**config.mk**
```make
export PLATFORM = sky130hd
export DESIGN_NAME = fnv_chained_snapshot_hash
export DESIGN_NICKNAME = d
export VERILOG_FILES = /design/src/sv/fnvch_pkg.sv /design/src/sv/fnv_chained_snapshot_hash.sv /design/src/sv/fnvch_accum.sv
export SDC_FILE = /design/constraint.sdc
export NUM_CORES = 2
export LEC_CHECK = 0
export ABC_AREA = 1
export BUFFER_PORTS_ARGS = -buffer_cell sky130_fd_sc_hd__buf_2
export CAP_MARGIN = 20
export CORE_MARGIN = 2
export CORE_UTILIZATION = 45
export CTS_BUF_LIST = sky130_fd_sc_hd__clkbuf_8 sky130_fd_sc_hd__clkbuf_16
export CTS_CLUSTER_SIZE = 25
export DETAILED_ROUTE_END_ITERATION = 8
export RECOVER_POWER = 50
export SETUP_SLACK_MARGIN = 0.5
export SYNTH_ARGS = -nofsm -noshare
export SYNTH_HDL_FRONTEND = slang
export SYNTH_SLANG_ARGS = --single-unit
```
**constraint.sdc**
```tcl
create_clock -name clock -period 7.5 [get_ports clock]
set_input_delay 0.375 -clock clock [delete_from_list [all_inputs] [get_ports clock]]
set_output_delay 0.375 -clock clock [all_outputs]
set_load 0.005 [all_outputs]
```
**src/sv/fnvch_pkg.sv**
```systemverilog
// Shared types, constants and hash functions for the chained snapshot hasher.
package fnvch_pkg;

   localparam logic [63:0] HASH_SEED  = 64'd1469598103934665603;
   localparam logic [63:0] MIX_GOLDEN = 64'h9e3779b97f4a7c15;

   localparam logic [2:0] MODE_BYTE        = 3'd0;
   localparam logic [2:0] MODE_CLOSE_PATH  = 3'd1;
   localparam logic [2:0] MODE_CLOSE_SFX   = 3'd2;
   localparam logic [2:0] MODE_EMIT_SET    = 3'd3;
   localparam logic [2:0] MODE_EMIT_STRING = 3'd4;

   localparam logic KIND_STRING = 1'b0;
   localparam logic KIND_SET    = 1'b1;

   typedef struct packed {
      logic [2:0] mode;
      logic [7:0] data_byte;
   } req_type;

   typedef struct packed {
      logic [63:0] hash_value;
      logic        hash_kind;
   } rsp_type;

   // One transaction handed from the input stage to the accumulators.
   typedef struct packed {
      logic    valid;
      req_type item;
   } step_type;

   // The FNV prime is 2^40 + 2^8 + 0xb3, so the multiply is a short shift-add.
   function automatic logic [63:0] fnv_fold(input logic [63:0] h, input logic [7:0] b);
      logic [63:0] x;
      x = h ^ {56'd0, b};
      return (x << 40) + (x << 8) + (x << 7) + (x << 5) + (x << 4) + (x << 1) + x;
   endfunction

   function automatic logic [63:0] mix_in(input logic [63:0] h, input logic [63:0] v);
      return h ^ (v + MIX_GOLDEN + (h << 6) + (h >> 2));
   endfunction

endpackage

```
**src/sv/fnv_chained_snapshot_hash.sv**
```systemverilog
// Top level of the chained snapshot hasher: input stage, accumulators and result register.
// The block takes one transaction per cycle. Each accepted transaction sits in an input
// register, where its byte fold or string close updates the accumulators, and an emit
// transaction then moves on into the result register, which drives rsp_. The only stall
// on req_ comes from an emit that finds the result register still full and stalled;
// byte and close transactions never wait.
module fnv_chained_snapshot_hash
   import fnvch_pkg::*;
(
   input  logic    clock,
   input  logic    reset,
   input  logic    req_valid,
   output logic    req_stall,
   input  req_type req_data,
   output logic    rsp_valid,
   input  logic    rsp_stall,
   output rsp_type rsp_data
);

   logic     stage_valid_ff, stage_valid_in;
   req_type  stage_item_ff;
   logic     out_valid_ff, out_valid_in;
   rsp_type  out_data_ff;
   logic     stage_emit;
   logic     advance;
   step_type step;
   rsp_type  result;

   assign stage_emit = (stage_item_ff.mode == MODE_EMIT_SET) ||
                       (stage_item_ff.mode == MODE_EMIT_STRING);
   assign advance    = stage_valid_ff && (!stage_emit || !out_valid_ff || !rsp_stall);
   assign req_stall  = stage_valid_ff && !advance;

   assign step.valid = advance;
   assign step.item  = stage_item_ff;

   fnvch_accum u_accum (
      .clock  (clock),
      .reset  (reset),
      .step   (step),
      .result (result)
   );

   always_comb begin
      stage_valid_in = stage_valid_ff;
      if (!req_stall) begin
         stage_valid_in = req_valid;
      end
      out_valid_in = out_valid_ff;
      if (advance && stage_emit) begin
         out_valid_in = 1'b1;
      end else if (!rsp_stall) begin
         out_valid_in = 1'b0;
      end
   end

   always_ff @(posedge clock) begin
      if (reset) begin
         stage_valid_ff <= 1'b0;
         out_valid_ff   <= 1'b0;
      end else begin
         stage_valid_ff <= stage_valid_in;
         out_valid_ff   <= out_valid_in;
      end
   end

   always_ff @(posedge clock) begin
      if (!req_stall) begin
         stage_item_ff <= req_data;
      end
      if (advance && stage_emit) begin
         out_data_ff <= result;
      end
   end

   assign rsp_valid = out_valid_ff;
   assign rsp_data  = out_data_ff;

   // A new result only ever comes from an emit transaction leaving the input stage.
   a_rsp_from_emit: assert property (@(posedge clock) disable iff (reset)
      $rose(rsp_valid) |-> $past(advance && stage_emit))
      else $error("result appeared without an emit transaction");

   // Only a blocked emit may hold up the request side.
   a_stall_cause: assert property (@(posedge clock) disable iff (reset)
      req_stall |-> (stage_emit && rsp_valid && rsp_stall))
      else $error("request stalled without a blocked result");

   // A result taken while an emit advances is replaced, never dropped.
   a_refill: assert property (@(posedge clock) disable iff (reset)
      (advance && stage_emit) |=> rsp_valid)
      else $error("emit advanced but no result was held");

endmodule

```
**src/sv/fnvch_accum.sv**
```systemverilog
// String, entry and set hash accumulators with their per-mode update logic.
module fnvch_accum
   import fnvch_pkg::*;
(
   input  logic     clock,
   input  logic     reset,
   input  step_type step,
   output rsp_type  result
);

   logic [63:0] string_ff, string_in;
   logic [63:0] entry_ff, entry_in;
   logic [63:0] set_ff, set_in;
   logic [63:0] entry_mixed;

   always_comb begin
      string_in   = string_ff;
      entry_in    = entry_ff;
      set_in      = set_ff;
      entry_mixed = mix_in(entry_ff, string_ff);
      if (step.valid) begin
         unique case (step.item.mode)
            MODE_BYTE: begin
               string_in = fnv_fold(string_ff, step.item.data_byte);
            end
            MODE_CLOSE_PATH: begin
               entry_in  = string_ff;
               string_in = HASH_SEED;
            end
            MODE_CLOSE_SFX: begin
               // The set combine sees the entry after the suffix went into it.
               entry_in  = entry_mixed;
               set_in    = mix_in(set_ff, entry_mixed);
               string_in = HASH_SEED;
            end
            MODE_EMIT_SET: begin
               set_in = HASH_SEED;
            end
            MODE_EMIT_STRING: begin
               string_in = HASH_SEED;
            end
            default: begin
            end
         endcase
      end
   end

   always_comb begin
      if (step.item.mode == MODE_EMIT_SET) begin
         result.hash_value = set_ff;
         result.hash_kind  = KIND_SET;
      end else begin
         result.hash_value = string_ff;
         result.hash_kind  = KIND_STRING;
      end
   end

   always_ff @(posedge clock) begin
      if (reset) begin
         string_ff <= HASH_SEED;
         entry_ff  <= 64'd0;
         set_ff    <= HASH_SEED;
      end else begin
         string_ff <= string_in;
         entry_ff  <= entry_in;
         set_ff    <= set_in;
      end
   end

endmodule

```
==> flow_summary.yaml <==
detailed_routing:
  dr.pass1.iters: 6
  detail_route.wl_per_cell_um: 22.1
  routed_via_density: 5.36
  vias: 33684
  drc: 0
  route.antenna.remaining_nets: 0
  drt_iter0_drc: 2712
  finalWirelength_um: 139000
final_layout:
  nets: 5938
  layout-drive-gt1-share: 0.0506
  fill_cells: 8362
  n_antenna_cell: 0
  area_growth_pct: 9.07
logic_synthesis:
  ys_seq_elements: 270
  synth_fp_nets: 5812
  postSynthCellCount: 5066
  synth-seq-area-share: 0.169
  synth_edf_count: 76
  synth_area_leaders: "fa_1 20%, ha_1 13%, inv_1 11%"
  avgSynthCellArea_um2: 7.20
  synth.largest_area_cell: "fa_1"
  yosysTopAreaCellShare: 0.200
  yosysMostFrequentCell: "inv_1"
  ys_top_cells_by_count: "1111 x inv_1, 912 x nand2_1, 479 x a21oi_1, 462 x nor2_1, 366 x ha_1"
  async_flop_share: 0
  synthDistinctLibCells: 59
  synthesis.area_um2: 36500
  yosys_warnings: 0
  synthFlopType: "dfxtp_1"
die:
  die_w_um: 289
  start_util: 0.454
  fp.coreArea_um2: 80400
  num_io_pins: 82
  dieArea_um2: 83400
  rows: 104
  die_h_um: 289
sta:
  tns_ns: 0
  period_share: 0.910
  worst_pin_slew_ns: 3.63
  period_minus_slack_ns: 6.83
  slew_viol_final: 224
  slew_headroom: -1.42
  skew_ns: 0.0358
  rsz0062_at_grt: "yes"
  fmax_mhz: 146
  setup_viol: 0
  hold_viol_final: 0
worst_setup_path:
  r2r-end: "u_accum.set_ff[26]$_SDFFE_PP0P_"
  cp_slowest_cell: "o21ai_0"
  crit_start: "u_accum.entry_ff[17]$_SDFFE_PP0P_"
  worst_setup_path_end_kind: "register"
  worst_setup_path_start_kind: "register"
  reg2reg_depth: 25
  cp.arrival_ns: 7.34
  critPathMaxStageDelay_ns: 0.64
  critPathKind: "register to register"
  worst_ep_required_time_ns: 8.02
  crit-reg2reg-launch: "u_accum.entry_ff[17]$_SDFFE_PP0P_"
  rrSetupSlack_ns: 0.67
  path_max_fanout: 5
  crit_top_cell: "inv_1"
place:
  gp_congestion: 1.04
  place_hpwl_um: 117000
  portBuffers: 81
cts:
  insertion_delay_ns: 0.59
  tritoncts: "done"
  clock_path_buffers: 3
  cts_setup_buffers: 0
  clock-sinks: 270
  cts_made_buffers: 37
  htreeDepth: 2
  root_buffer: "clkbuf_16"
  clk_pin_slew_ns: 0.06
hold_path:
  min_path_cells: 3
  holdCritStartpoint: "rsp_stall"
  worstHoldEndpoint: "rsp_valid$_SDFFE_PP0P_"
  worstHoldPathType: "input port to register"
global_route:
  track_usage: 0.337
  grt_pass1_vias: 33824
  grt_pass1_wl_um: 208000
  antenna_found_initial: 0
  grt-ovfl-total: 0
  grt_max_degree: 93
job:
  maxCapViolations: 4
status:
  run_status: "complete, but fails checks"
  violations: "capacitance limit, slew limit"
[cell usage in the layout, fill, tap and decap left out, drive strengths merged, types with 100 or more instances in the layout]
cell   instances
a21oi        482
buf          100
dfxtp        194
fa           365
ha           366
inv         1139
nand2        918
nand3        192
nor2         471
o21ai        362
[worst max-delay path, delay by kind of cell, from the launching register on]
family,cells,cell delay (ns)
simple gates,5,0.98
xor+xnor,1,0.42
buf+inv,5,0.46
fa+ha+maj,6,2.34
compound gates,8,2.15
flops,1,0.42
[state kept, by name (all words and copies together), names as in the netlist]
name and flops:
u_accum.entry_ff 64, stage_item_ff 11, stage_valid_ff 1, u_accum.set_ff 64, rsp_data 65, u_accum.string_ff 64
rsp_valid 1
[final cells by class]
type | count | area, µm² | share of cell area
Clock buffer | 41 | 981 | 0.0247
Clock inverter | 27 | 263 | 0.00660
Inverter | 1128 | 4240 | 0.106
Multi-Input combinational cell | 3590 | 25800 | 0.649
Sequential cell | 270 | 6170 | 0.155
Tap cell | 1060 | 1330 | 0.0333
Timing Repair Buffer | 165 | 996 | 0.0250
[cells by family after synthesis]
group                      share of synthesized area
AOI/OAI and AO/OA                              0.149
xor gates and xnor gates                      0.0350
adders and majority gates                      0.326
buffers and inverters                          0.126
DFF                                            0.169
and+or+nand+nor                                0.195
[stage by stage]
stage               hold slack (ns)  setup WS (ns)   util  std cells  instance area, µm²
CTS                          0.0339          0.514  0.495       6281               39800
global route                 0.0577          0.456  0.495       6281               39800
floorplan                     0.443           2.13      -       5066               36500
global placement              0.459          0.266  0.478       6201               38400
detailed placement            0.460          0.281  0.478       6201               38400
finish                       0.0587          0.674  0.495       6281               39800
[how the worst max path moves through the flow]
stage / end / slack (ns) / cells after the start
after CTS: u_accum.set_ff[45]$_SDFFE_PP0P_ / 0.51 / 30
after global routing: u_accum.set_ff[45]$_SDFFE_PP0P_ / 0.46 / 33
final: u_accum.set_ff[26]$_SDFFE_PP0P_ / 0.67 / 25
after detailed placement: u_accum.set_ff[34]$_SDFFE_PP0P_ / 0.28 / 31
after global placement: u_accum.set_ff[45]$_SDFFE_PP0P_ / 0.27 / 31
after floorplan: u_accum.set_ff[42]$_SDFFE_PP1P_ / 2.13 / 29
[layer usage]
layer | global-route usage | up-vias | share of wire
met5 | 0 | - | 0
met2 | 0.539 | 1088 | 0.45
met1 | 0.453 | 16025 | 0.44
li1 | - | 16294 | -
met3 | 0.0427 | 277 | 0.061
met4 | 0.162 | 0 | 0.056
[repair_timing]
action                                  in CTS  in global routing
endpoints found under the hold margin       12                  0
pin swaps                                    0                  1
hold buffers                                12                  0
endpoints found under the setup margin      10                 37
gates resized for setup                      3                 27
Power is left out: the tool's default activity adds up to more than one toggle a clock period on the data nets, which glitch-free logic cannot reach.
